<file path="src/pfa_pkg.sv">
// ----------------------------------------------------------------------------
// pfa_pkg: shared definitions for the partition fit allocator
// Opcodes, fit policy codes, register indexes, fixed port widths and the
// control bundles passed between the sequencer, the table and the fit unit.
// ----------------------------------------------------------------------------
package pfa_pkg;

	// Parameter defaults
	localparam int NUM_PARTS_DEF = 16;
	localparam int SIZE_BITS_DEF = 16;
	localparam int ID_BITS_DEF   = 8;

	// Fixed field widths
	localparam int OP_W       = 2;
	localparam int PORT_IDX_W = 4;
	localparam int TOTAL_W    = 20;
	localparam int CFG_IDX_W  = 2;
	localparam int CFG_DATA_W = 5;
	localparam int POLICY_W   = 2;
	localparam int PARTS_W    = 5;

	// Request opcodes
	localparam logic [OP_W-1:0] OP_LOAD  = 2'd0;
	localparam logic [OP_W-1:0] OP_ALLOC = 2'd1;
	localparam logic [OP_W-1:0] OP_QUERY = 2'd2;

	// Fit policies; the spare code behaves as first fit
	localparam logic [POLICY_W-1:0] POLICY_FIRST = 2'd0;
	localparam logic [POLICY_W-1:0] POLICY_BEST  = 2'd1;
	localparam logic [POLICY_W-1:0] POLICY_WORST = 2'd2;

	// Configuration register indexes
	localparam logic [CFG_IDX_W-1:0] CFG_FIT_POLICY   = 2'd0;
	localparam logic [CFG_IDX_W-1:0] CFG_PARTS_IN_USE = 2'd1;

	localparam logic [PARTS_W-1:0] PARTS_RESET = 5'd16;

	// Table write strobes
	typedef struct packed {
		logic load_we;
		logic grant_we;
	} tbl_ctrl_t;

	// Fit unit control
	typedef struct packed {
		logic clear;
		logic cand_v;
	} fit_ctrl_t;

endpackage

</file>
<file path="src/pfa_table.sv">
// ----------------------------------------------------------------------------
// pfa_table: partition table storage
// Size, leftover and owner memories with one write and one registered read
// port each, plus per-partition used flags cleared by reset.
// ----------------------------------------------------------------------------
module pfa_table #(
	parameter int NUM_PARTS = pfa_pkg::NUM_PARTS_DEF,
	parameter int SIZE_BITS = pfa_pkg::SIZE_BITS_DEF,
	parameter int ID_BITS   = pfa_pkg::ID_BITS_DEF,
	parameter int IDX_W     = 4
) (
	input  logic                  clk,
	input  logic                  arst_n,
	input  pfa_pkg::tbl_ctrl_t    ctrl,
	input  logic [IDX_W-1:0]      wr_addr,
	input  logic [SIZE_BITS-1:0]  load_size,
	input  logic [SIZE_BITS-1:0]  grant_left,
	input  logic [ID_BITS-1:0]    grant_owner,
	input  logic [IDX_W-1:0]      rd_addr,
	output logic [SIZE_BITS-1:0]  rd_size,
	output logic [SIZE_BITS-1:0]  rd_left,
	output logic [ID_BITS-1:0]    rd_owner,
	output logic [NUM_PARTS-1:0]  used
);

	logic [SIZE_BITS-1:0] size_mem  [NUM_PARTS];
	logic [SIZE_BITS-1:0] left_mem  [NUM_PARTS];
	logic [ID_BITS-1:0]   owner_mem [NUM_PARTS];
	logic [NUM_PARTS-1:0] used_q;

	always_ff @(posedge clk) begin
		if (ctrl.load_we) begin
			size_mem[wr_addr] <= load_size;
		end
		if (ctrl.grant_we) begin
			left_mem[wr_addr]  <= grant_left;
			owner_mem[wr_addr] <= grant_owner;
		end
		rd_size  <= size_mem[rd_addr];
		rd_left  <= left_mem[rd_addr];
		rd_owner <= owner_mem[rd_addr];
	end

	// load frees a partition, grant claims it
	always_ff @(posedge clk or negedge arst_n) begin
		if (!arst_n) begin
			used_q <= '0;
		end else begin
			if (ctrl.load_we) begin
				used_q[wr_addr] <= 1'b0;
			end
			if (ctrl.grant_we) begin
				used_q[wr_addr] <= 1'b1;
			end
		end
	end

	assign used = used_q;

endmodule

</file>
<file path="src/pfa_fit_unit.sv">
// ----------------------------------------------------------------------------
// pfa_fit_unit: shared subtract and compare unit for the partition search
// Takes one candidate per cycle and keeps the best one under the fit policy.
// ----------------------------------------------------------------------------
module pfa_fit_unit #(
	parameter int SIZE_BITS = pfa_pkg::SIZE_BITS_DEF,
	parameter int IDX_W     = 4
) (
	input  logic                          clk,
	input  logic                          arst_n,
	input  pfa_pkg::fit_ctrl_t            ctrl,
	input  logic [pfa_pkg::POLICY_W-1:0]  policy,
	input  logic [IDX_W-1:0]              cand_idx,
	input  logic [SIZE_BITS-1:0]          cand_size,
	input  logic                          cand_free,
	input  logic [SIZE_BITS-1:0]          req_size,
	output logic                          found,
	output logic [IDX_W-1:0]              best_idx,
	output logic [SIZE_BITS-1:0]          best_left
);

	logic                 found_q;
	logic [IDX_W-1:0]     best_idx_q;
	logic [SIZE_BITS-1:0] best_left_q;
	logic [SIZE_BITS-1:0] diff;
	logic [SIZE_BITS-1:0] cmp_a;
	logic [SIZE_BITS-1:0] cmp_b;
	logic                 fits;
	logic                 better;
	logic                 take;

	// one comparator, operands swapped between best and worst fit
	always_comb begin
		diff  = cand_size - req_size;
		fits  = cand_free && (cand_size >= req_size);
		cmp_a = (policy == pfa_pkg::POLICY_BEST) ? diff : best_left_q;
		cmp_b = (policy == pfa_pkg::POLICY_BEST) ? best_left_q : diff;
		better = !found_q
			|| (((policy == pfa_pkg::POLICY_BEST) || (policy == pfa_pkg::POLICY_WORST))
				&& (cmp_a < cmp_b));
		take = ctrl.cand_v && fits && better;
	end

	always_ff @(posedge clk or negedge arst_n) begin
		if (!arst_n) begin
			found_q <= 1'b0;
		end else if (ctrl.clear) begin
			found_q <= 1'b0;
		end else if (take) begin
			found_q <= 1'b1;
		end
	end

	always_ff @(posedge clk) begin
		if (take) begin
			best_idx_q  <= cand_idx;
			best_left_q <= diff;
		end
	end

	assign found     = found_q;
	assign best_idx  = best_idx_q;
	assign best_left = best_left_q;

endmodule

</file>
<file path="src/partition_fit_allocator.sv">
// ----------------------------------------------------------------------------
// partition_fit_allocator: fixed partition allocator with first, best and
// worst fit
// Sequencer, configuration registers, running fragmentation total and the
// result register around the partition table and the shared fit unit.
// ----------------------------------------------------------------------------
// The block keeps a table of NUM_PARTS partitions and handles one request at
// a time. A load request sets a partition's size and frees it, a query
// request reports a partition's owner and fragment, and an allocate request
// searches the first partitions_in_use entries (capped at NUM_PARTS) for a
// free one large enough, picking the lowest index (first fit), the smallest
// leftover (best fit) or the largest leftover (worst fit, exact fit allowed),
// ties going to the lowest index. Every request gives exactly one result,
// which carries the total fragment over all used partitions. Load and query
// read the addressed partition through the table's single read port, then
// report; an allocate walks that port one entry a cycle into the shared fit
// unit, lets the fit unit take the last candidate, then reports, and skips
// the search when the search count is zero. The next request can be
// accepted at the edge after the result is registered. in_stall is
// high for the whole of a request; a result waiting in the output register
// does not block the next request until that request is ready to report.
// Configuration writes are always taken and must only happen while the block
// is idle. Every partition that an allocate can reach must have been loaded
// before it is searched.
// ----------------------------------------------------------------------------
module partition_fit_allocator #(
	parameter int NUM_PARTS = pfa_pkg::NUM_PARTS_DEF,
	parameter int SIZE_BITS = pfa_pkg::SIZE_BITS_DEF,
	parameter int ID_BITS   = pfa_pkg::ID_BITS_DEF
) (
	input  logic                             clk,
	input  logic                             arst_n,
	// configuration write channel
	input  logic                             cfg_valid,
	output logic                             cfg_ready,
	input  logic [pfa_pkg::CFG_IDX_W-1:0]    cfg_index,
	input  logic [pfa_pkg::CFG_DATA_W-1:0]   cfg_data,
	// request channel
	input  logic                             in_valid,
	output logic                             in_stall,
	input  logic [pfa_pkg::OP_W-1:0]         opcode,
	input  logic [pfa_pkg::PORT_IDX_W-1:0]   part_index,
	input  logic [SIZE_BITS-1:0]             req_size,
	input  logic [ID_BITS-1:0]               proc_id,
	// result channel
	output logic                             out_valid,
	input  logic                             out_stall,
	output logic                             granted,
	output logic [pfa_pkg::PORT_IDX_W-1:0]   chosen_index,
	output logic [SIZE_BITS-1:0]             leftover,
	output logic                             owner_valid,
	output logic [ID_BITS-1:0]               owner,
	output logic [pfa_pkg::TOTAL_W-1:0]      total_fragment
);

	localparam int IDX_W  = (NUM_PARTS > 1) ? $clog2(NUM_PARTS) : 1;
	localparam int LIM_W  = (IDX_W + 1 > pfa_pkg::PARTS_W) ? IDX_W + 1 : pfa_pkg::PARTS_W;
	localparam int FRAG_W = SIZE_BITS + IDX_W;

	typedef enum logic [2:0] {
		ST_IDLE,
		ST_READ,
		ST_SCAN,
		ST_DRAIN,
		ST_EXEC
	} state_t;

	state_t                         state_q;

	// configuration
	logic [pfa_pkg::POLICY_W-1:0]   policy_q;
	logic [pfa_pkg::PARTS_W-1:0]    parts_q;

	// captured request
	logic [pfa_pkg::OP_W-1:0]       op_q;
	logic [pfa_pkg::PORT_IDX_W-1:0] idx_q;
	logic                           in_range_q;
	logic [SIZE_BITS-1:0]           size_q;
	logic [ID_BITS-1:0]             pid_q;
	logic [LIM_W-1:0]               n_lim_q;

	// search pointer and read pipeline
	logic [IDX_W-1:0]               addr_q;
	logic                           cand_v_s1;
	logic [IDX_W-1:0]               cand_idx_s1;

	logic [FRAG_W-1:0]              frag_q;
	logic [FRAG_W-1:0]              frag_next;

	// result register
	logic                           out_valid_q;
	logic                           granted_q;
	logic [pfa_pkg::PORT_IDX_W-1:0] chosen_q;
	logic [SIZE_BITS-1:0]           left_q;
	logic                           owner_valid_q;
	logic [ID_BITS-1:0]             owner_q;
	logic [pfa_pkg::TOTAL_W-1:0]    total_q;

	// result fields for the request in hand
	logic                           res_granted;
	logic [pfa_pkg::PORT_IDX_W-1:0] res_chosen;
	logic [SIZE_BITS-1:0]           res_left;
	logic                           res_owner_valid;
	logic [ID_BITS-1:0]             res_owner;

	// table and fit unit connections
	pfa_pkg::tbl_ctrl_t             tbl_ctrl;
	pfa_pkg::fit_ctrl_t             fit_ctrl;
	logic [IDX_W-1:0]               wr_addr;
	logic [SIZE_BITS-1:0]           rd_size;
	logic [SIZE_BITS-1:0]           rd_left;
	logic [ID_BITS-1:0]             rd_owner;
	logic [NUM_PARTS-1:0]           used;
	logic                           found;
	logic [IDX_W-1:0]               best_idx;
	logic [SIZE_BITS-1:0]           best_left;

	logic                           accept;
	logic                           out_free;
	logic                           exec_fire;
	logic                           last_issue;
	logic [IDX_W-1:0]               idx_int;
	logic                           used_at_idx;
	logic [LIM_W-1:0]               n_lim;
	logic                           in_range;

	// ------------------------------------------------------------------------
	// Handshake and decode
	// ------------------------------------------------------------------------
	assign cfg_ready = 1'b1;
	assign in_stall  = (state_q != ST_IDLE);
	assign accept    = in_valid && !in_stall;
	assign out_free  = !out_valid_q || !out_stall;
	assign exec_fire = (state_q == ST_EXEC) && out_free;

	// clamp the search count to the table depth
	assign n_lim = (LIM_W'(parts_q) > LIM_W'(NUM_PARTS)) ? LIM_W'(NUM_PARTS) : LIM_W'(parts_q);
	assign in_range = LIM_W'(part_index) < LIM_W'(NUM_PARTS);

	assign idx_int     = IDX_W'(idx_q);
	assign used_at_idx = in_range_q && used[idx_int];
	assign last_issue  = (LIM_W'(addr_q) + LIM_W'(1)) == n_lim_q;

	// ------------------------------------------------------------------------
	// Table and fit unit control
	// ------------------------------------------------------------------------
	always_comb begin
		tbl_ctrl.load_we  = exec_fire && (op_q == pfa_pkg::OP_LOAD) && in_range_q;
		tbl_ctrl.grant_we = exec_fire && (op_q == pfa_pkg::OP_ALLOC) && found;
		wr_addr           = (op_q == pfa_pkg::OP_ALLOC) ? best_idx : idx_int;
		fit_ctrl.clear    = accept;
		fit_ctrl.cand_v   = cand_v_s1;
	end

	// fragmentation total after this request
	always_comb begin
		frag_next = frag_q;
		case (op_q)
			pfa_pkg::OP_LOAD: begin
				if (used_at_idx) begin
					frag_next = frag_q - FRAG_W'(rd_left);
				end
			end
			pfa_pkg::OP_ALLOC: begin
				if (found) begin
					frag_next = frag_q + FRAG_W'(best_left);
				end
			end
			default: begin
			end
		endcase
	end

	// result fields; anything not reported stays zero
	always_comb begin
		res_granted     = 1'b0;
		res_chosen      = '0;
		res_left        = '0;
		res_owner_valid = 1'b0;
		res_owner       = '0;
		case (op_q)
			pfa_pkg::OP_LOAD: begin
				res_chosen = idx_q;
			end
			pfa_pkg::OP_ALLOC: begin
				if (found) begin
					res_granted     = 1'b1;
					res_chosen      = pfa_pkg::PORT_IDX_W'(best_idx);
					res_left        = best_left;
					res_owner_valid = 1'b1;
					res_owner       = pid_q;
				end
			end
			pfa_pkg::OP_QUERY: begin
				res_chosen = idx_q;
				if (used_at_idx) begin
					res_left        = rd_left;
					res_owner_valid = 1'b1;
					res_owner       = rd_owner;
				end
			end
			default: begin
			end
		endcase
	end

	pfa_table #(
		.NUM_PARTS (NUM_PARTS),
		.SIZE_BITS (SIZE_BITS),
		.ID_BITS   (ID_BITS),
		.IDX_W     (IDX_W)
	) u_table (
		.clk         (clk),
		.arst_n      (arst_n),
		.ctrl        (tbl_ctrl),
		.wr_addr     (wr_addr),
		.load_size   (size_q),
		.grant_left  (best_left),
		.grant_owner (pid_q),
		.rd_addr     (addr_q),
		.rd_size     (rd_size),
		.rd_left     (rd_left),
		.rd_owner    (rd_owner),
		.used        (used)
	);

	pfa_fit_unit #(
		.SIZE_BITS (SIZE_BITS),
		.IDX_W     (IDX_W)
	) u_fit (
		.clk       (clk),
		.arst_n    (arst_n),
		.ctrl      (fit_ctrl),
		.policy    (policy_q),
		.cand_idx  (cand_idx_s1),
		.cand_size (rd_size),
		.cand_free (!used[cand_idx_s1]),
		.req_size  (size_q),
		.found     (found),
		.best_idx  (best_idx),
		.best_left (best_left)
	);

	// ------------------------------------------------------------------------
	// Configuration registers
	// ------------------------------------------------------------------------
	always_ff @(posedge clk or negedge arst_n) begin
		if (!arst_n) begin
			policy_q <= pfa_pkg::POLICY_FIRST;
			parts_q  <= pfa_pkg::PARTS_RESET;
		end else if (cfg_valid && cfg_ready) begin
			case (cfg_index)
				pfa_pkg::CFG_FIT_POLICY:   policy_q <= cfg_data[pfa_pkg::POLICY_W-1:0];
				pfa_pkg::CFG_PARTS_IN_USE: parts_q  <= cfg_data[pfa_pkg::PARTS_W-1:0];
				default: begin
				end
			endcase
		end
	end

	// ------------------------------------------------------------------------
	// Request capture
	// ------------------------------------------------------------------------
	always_ff @(posedge clk) begin
		if (accept) begin
			op_q       <= opcode;
			idx_q      <= part_index;
			in_range_q <= in_range;
			size_q     <= req_size;
			pid_q      <= proc_id;
			n_lim_q    <= n_lim;
		end
	end

	// ------------------------------------------------------------------------
	// Sequencer and result register
	// ------------------------------------------------------------------------
	always_ff @(posedge clk or negedge arst_n) begin
		if (!arst_n) begin
			state_q       <= ST_IDLE;
			addr_q        <= '0;
			cand_v_s1     <= 1'b0;
			cand_idx_s1   <= '0;
			frag_q        <= '0;
			out_valid_q   <= 1'b0;
			granted_q     <= 1'b0;
			chosen_q      <= '0;
			left_q        <= '0;
			owner_valid_q <= 1'b0;
			owner_q       <= '0;
			total_q       <= '0;
		end else begin
			cand_v_s1 <= (state_q == ST_SCAN);
			// drop the result once it is taken, unless a new one replaces it
			if (out_valid_q && !out_stall && !exec_fire) begin
				out_valid_q <= 1'b0;
			end
			case (state_q)
				ST_IDLE: begin
					if (accept) begin
						if (opcode == pfa_pkg::OP_ALLOC) begin
							addr_q  <= '0;
							state_q <= (n_lim == '0) ? ST_EXEC : ST_SCAN;
						end else begin
							// point the read port at the addressed partition
							addr_q  <= IDX_W'(part_index);
							state_q <= ST_READ;
						end
					end
				end
				ST_READ: begin
					state_q <= ST_EXEC;
				end
				ST_SCAN: begin
					// advance one entry a cycle; the data for an entry shows up in the next cycle
					cand_idx_s1 <= addr_q;
					addr_q      <= addr_q + IDX_W'(1);
					if (last_issue) begin
						state_q <= ST_DRAIN;
					end
				end
				ST_DRAIN: begin
					// let the fit unit take the last candidate
					addr_q  <= best_idx;
					state_q <= ST_EXEC;
				end
				ST_EXEC: begin
					// hold until the result register can take the result
					if (out_free) begin
						frag_q        <= frag_next;
						out_valid_q   <= 1'b1;
						total_q       <= pfa_pkg::TOTAL_W'(frag_next);
						granted_q     <= res_granted;
						chosen_q      <= res_chosen;
						left_q        <= res_left;
						owner_valid_q <= res_owner_valid;
						owner_q       <= res_owner;
						state_q       <= ST_IDLE;
					end
				end
				default: begin
					state_q <= ST_IDLE;
				end
			endcase
		end
	end

	assign out_valid      = out_valid_q;
	assign granted        = granted_q;
	assign chosen_index   = chosen_q;
	assign leftover       = left_q;
	assign owner_valid    = owner_valid_q;
	assign owner          = owner_q;
	assign total_fragment = total_q;

	// ------------------------------------------------------------------------
	// Assertions
	// ------------------------------------------------------------------------
	// a grant never lands on a partition that is already in use
	a_grant_free: assert property (@(posedge clk) disable iff (!arst_n)
		(exec_fire && (op_q == pfa_pkg::OP_ALLOC) && found) |-> !used[best_idx])
		else $error("grant to a used partition");

	// the search pointer stays inside the clamped search range
	a_scan_bound: assert property (@(posedge clk) disable iff (!arst_n)
		(state_q == ST_SCAN) |-> (LIM_W'(addr_q) < n_lim_q))
		else $error("search pointer beyond range");

	// the fragmentation total moves only when a request reports
	a_frag_hold: assert property (@(posedge clk) disable iff (!arst_n)
		!exec_fire |=> $stable(frag_q))
		else $error("fragment total changed outside commit");

	// a new result only comes from the commit step
	a_out_source: assert property (@(posedge clk) disable iff (!arst_n)
		$rose(out_valid_q) |-> $past(exec_fire))
		else $error("result raised without commit");

	// a granted result always names an owner
	a_grant_owner: assert property (@(posedge clk) disable iff (!arst_n)
		(out_valid_q && granted_q) |-> owner_valid_q)
		else $error("granted result without owner");

endmodule

</file>
<file path="config.mk">
export PLATFORM = sky130hd
export DESIGN_NAME = partition_fit_allocator
export DESIGN_NICKNAME = d
export VERILOG_FILES = /design/src/pfa_pkg.sv /design/src/pfa_table.sv /design/src/pfa_fit_unit.sv /design/src/partition_fit_allocator.sv
export SDC_FILE = /design/constraint.sdc
export NUM_CORES = 1
export LEC_CHECK = 0
export ABC_AREA = 1
export BUFFER_PORTS_ARGS = -buffer_cell sky130_fd_sc_hd__buf_4
export CELL_PAD_IN_SITES_DETAIL_PLACEMENT = 0
export CELL_PAD_IN_SITES_GLOBAL_PLACEMENT = 1
export CORE_MARGIN = 4
export CORE_UTILIZATION = 51
export CTS_BUF_LIST = sky130_fd_sc_hd__clkbuf_16
export DETAILED_ROUTE_END_ITERATION = 7
export PLACE_DENSITY_LB_ADDON = 0.1
export SYNTH_ARGS = -nofsm -noshare
export SYNTH_HDL_FRONTEND = slang
export SYNTH_SLANG_ARGS = --single-unit
</file>
<file path="constraint.sdc">
create_clock -name clk -period 4.4 [get_ports clk]
set_clock_uncertainty 0.1 [all_clocks]
set_input_delay 0 -clock clk [delete_from_list [all_inputs] [get_ports clk]]
set_output_delay 0 -clock clk [all_outputs]
set_load 0.01 [all_outputs]
</file>
==> results.json <==
{
  "grt_pass1_vias": 23200,
  "gp_congestion": 0.884,
  "fmax_mhz": 270,
  "final_common_cell": "edfxtp_1",
  "die-area_um2": 72200,
  "gr-total-overflow": 0,
  "n_antenna_cell": 0,
  "path_class": "register to register",
  "cp-start-kind": "register",
  "fp.coreArea_um2": 67300,
  "layout_min_cycle_time_ns": 3.70,
  "synth_area_per_cell_um2": 11.6,
  "syn_to_final_growth_pct": 15.3,
  "cp-endpoint": "frag_q[19]",
  "power_leakage_nw": 14.6,
  "clock-sinks": 822,
  "ir_drop_mv": 0.489,
  "synth-seq-area-share_pct": 68.8,
  "initial_core_util_pct": 51.5,
  "critical_path.startpoint": "u_table.rd_left[0]",
  "drt_iter0_markers": 2406,
  "port_buffers": 93,
  "drt-total-wl_um": 98100,
  "post-place-ws_ns": 0.744,
  "synth_top_flop_cell": "edfxtp_1",
  "synthMuxAreaShare_pct": 0,
  "wl_per_cell_um": 24.1,
  "ant_nets": 0,
  "io_pins": 95,
  "final_layout_size_suffix_gt1_share_pct": 11.9,
  "hold_path_class": "primary input to register",
  "fin_nets": 3219,
  "clockBufferDepth": 3,
  "worst_pin_slew_ns": 1.31,
  "syn_nets": 3065,
  "synthAdderAreaFrac_pct": 1.63,
  "r2r_setup_slack_ns": 0.70,
  "powerDensity_nw_per_um2": 668,
  "synth-xor-area-share_pct": 0.607,
  "synthCells": 2979,
  "std_cell_rows": 95,
  "r2r_cells": 23,
  "slowest_delay_ns": 0.44,
  "synthArstFlopShare_pct": 10.6,
  "hp-start": "req_size[13]",
  "hold_ws_ns": 0.0250,
  "tns_ns": 0,
  "dieWidth_um": 269,
  "antenna_found_initial": 0,
  "critPathSlowestCell": "o311ai_0",
  "post_cts_resized": 0,
  "route.vias.total": 24200,
  "dp.final_hpwl_um": 56300,
  "synthSimpleGateAreaFrac_pct": 11.6,
  "finalHoldViolations": 0,
  "rsz0062_at_grt": "no",
  "numCtsBuffers": 86,
  "synth_compound_area_share_pct": 13.5,
  "grt_use_total_pct": 26.9,
  "cts.clk_slew.worst_paths_ns": 0.06,
  "grt_max_degree": 161,
  "syn_area_um2": 34700,
  "clk_latency_ns": 0.64,
  "status": "complete, no violations",
  "synth_top_family_by_area": "compound AO/OA/AOI/OAI gates",
  "ys_top_cells_by_area": "edfxtp_1 (60%), o21ai_0 (6.6%), dfrtp_1 (6.2%)",
  "cts.htree.levels": 3,
  "yosysWarnings": 0,
  "required_ns": 4.86,
  "end_kind": "register",
  "cap_violations": 0,
  "drc_errors": 0,
  "worstPathCellList": "inv_1 -> ha_1 -> nand2_1 -> nor2_1 -> inv_1 -> nor2_1 -> nand3_1 -> nor2_1 -> nand2_1 -> nor2_1 -> nand2_1 -> nor2_1 -> nand2_1 -> nand3_1 -> o21ai_0 -> ha_1 -> nand2_1 -> nor2_1 -> nand2_1 -> o311ai_0 -> a21oi_1 -> o21ai_1 -> xnor2_1",
  "synth_top_area_cell": "edfxtp_1",
  "vias_per_cell": 5.94,
  "setup_viol": 0,
  "cts_tree": "built",
  "period_share_pct": 84.1,
  "crit_fanout": 4,
  "netlist.area_leader.share_pct": 60.2,
  "r2r-end": "frag_q[19]",
  "synth_edf_count": 695,
  "drt_first_pass_iters": 5,
  "setup_ws_ns": 0.699,
  "slew_viol_final": 0,
  "clk_root_buffer_cell": "clkbuf_16",
  "cp.arrival_ns": 4.16,
  "grt_pass1_wl_um": 145000,
  "die_y_um": 269,
  "yosysUniqueCellTypes": 50,
  "ys_ff_latch": 822,
  "r2r_start": "u_table.rd_left[0]",
  "slew_headroom_pct": 12.2,
  "final_cell_mix": "edfxtp_1 (695), o21ai_0 (454), nor2_1 (390)"
}
==> registers in the layout, summed over array words and instances, names as in the netlist, 4 cells and up <==
signal             count
addr_q                 4
u_fit.best_left       16
owner                  8
u_table.size_mem     256
pid_q                  8
u_table.left_mem     256
u_table.rd_owner       8
leftover              16
u_table.owner_mem    128
chosen_index           4
idx_int                4
u_table.used          16
cand_idx_s1            4
frag_q                20
u_fit.best_idx         4
parts_q                5
n_lim_q                5
u_table.rd_size       16
size_q                16
u_table.rd_left       16
==> report_power, final <==
group | internal, mW | total, mW | leakage (nW) | switching (mW)
sequential | 9.42 | 10.3 | 7.71 | 0.913
combinational | 3.06 | 9.42 | 5.56 | 6.36
clock | 3.89 | 6.94 | 1.38 | 3.05
==> cells by family (layout without fill, tap and decap cells) <==
logic type / count (synthesis) / count (layout)
buffers and inverters: 341 / 567
other: 1 / 1
flip-flops: 822 / 822
AND/OR/NAND/NOR: 968 / 968
XOR/XNOR: 24 / 24
adder cells (fa/ha/maj): 44 / 44
AO/OA/AOI/OAI: 779 / 779
==> worst max-delay path, delay by kind of cell, from the launching register on <==
kind                     cells  cell delay (ns)
AND/OR/NAND/NOR             14             1.52
flip-flops                   1             0.33
buffers and inverters        2             0.16
AO/OA/AOI/OAI                4             0.83
adder cells (fa/ha/maj)      2             0.56
XOR/XNOR                     1             0.13
==> worst min-delay path by stage <==
stage,to,slack [ns],depth (start not counted)
2_1_floorplan,addr_q[0],-0.40,0
3_3_place_gp,frag_q[13],0.03,1
3_5_place_dp,frag_q[13],0.05,1
4_1_cts,size_q[6],0.0002,2
5_1_grt,size_q[1],0.004,2
6_report,size_q[13],0.03,2
==> synthesized netlist by cell type (all sizes together) (6+ instances only) <==
cell	count
dfxtp	40
a21oi	54
nand4	11
xor2	14
nand2	359
a22o	9
nor3	7
dfrtp	86
buf	34
o22ai	63
clkbuf	134
inv	169
edfxtp	695
o21ai	462
nor2	429
nand3	157
a31oi	6
xnor2	10
o221ai	128
o211ai	38
ha	42
==> cell type report <==
cell class	instances	area (um2)
clock buffer	88	2200
inverter	173	663
clock inverter	72	504
multi-input combinational	1816	9660
tap	873	1090
timing repair buffer	234	1990
sequential	822	23900
fill	5434	27300
==> stage by stage <==
| step | instance area (um2) | util, % | instances | power [mW] |
|---|---|---|---|---|
| detailed placement | 36500 | 54.2 | 3843 | 19.8 |
| global placement | 36500 | 54.2 | 3843 | 19.6 |
| finish | 40000 | 59.4 | 4078 | 26.7 |
| floorplan | 34700 | - | 2979 | 16.5 |
| CTS | 40000 | 59.4 | 4077 | 26.8 |
| global route | 40000 | 59.4 | 4078 | 28.3 |
==> repair_timing <==
action	in CTS	in global routing
setup endpoints to repair	0	0
hold endpoints to repair	114	1
buffers inserted	0	0
hold buffers	74	1
==> metal layers <==
layer | wire, um | GRT usage (%) | part of all wire (%) | vias to the layer above
met3 | 5340 | 3.39 | 5.4 | 185
li1 | - | - | - | 11100
met4 | 3310 | 8.80 | 3.4 | 0
met1 | 41300 | 36.9 | 42 | 12100
met2 | 48200 | 45.3 | 49 | 793
met5 | 0 | 0 | 0 | -
Note: power is estimated with default switching activity, not from simulation.
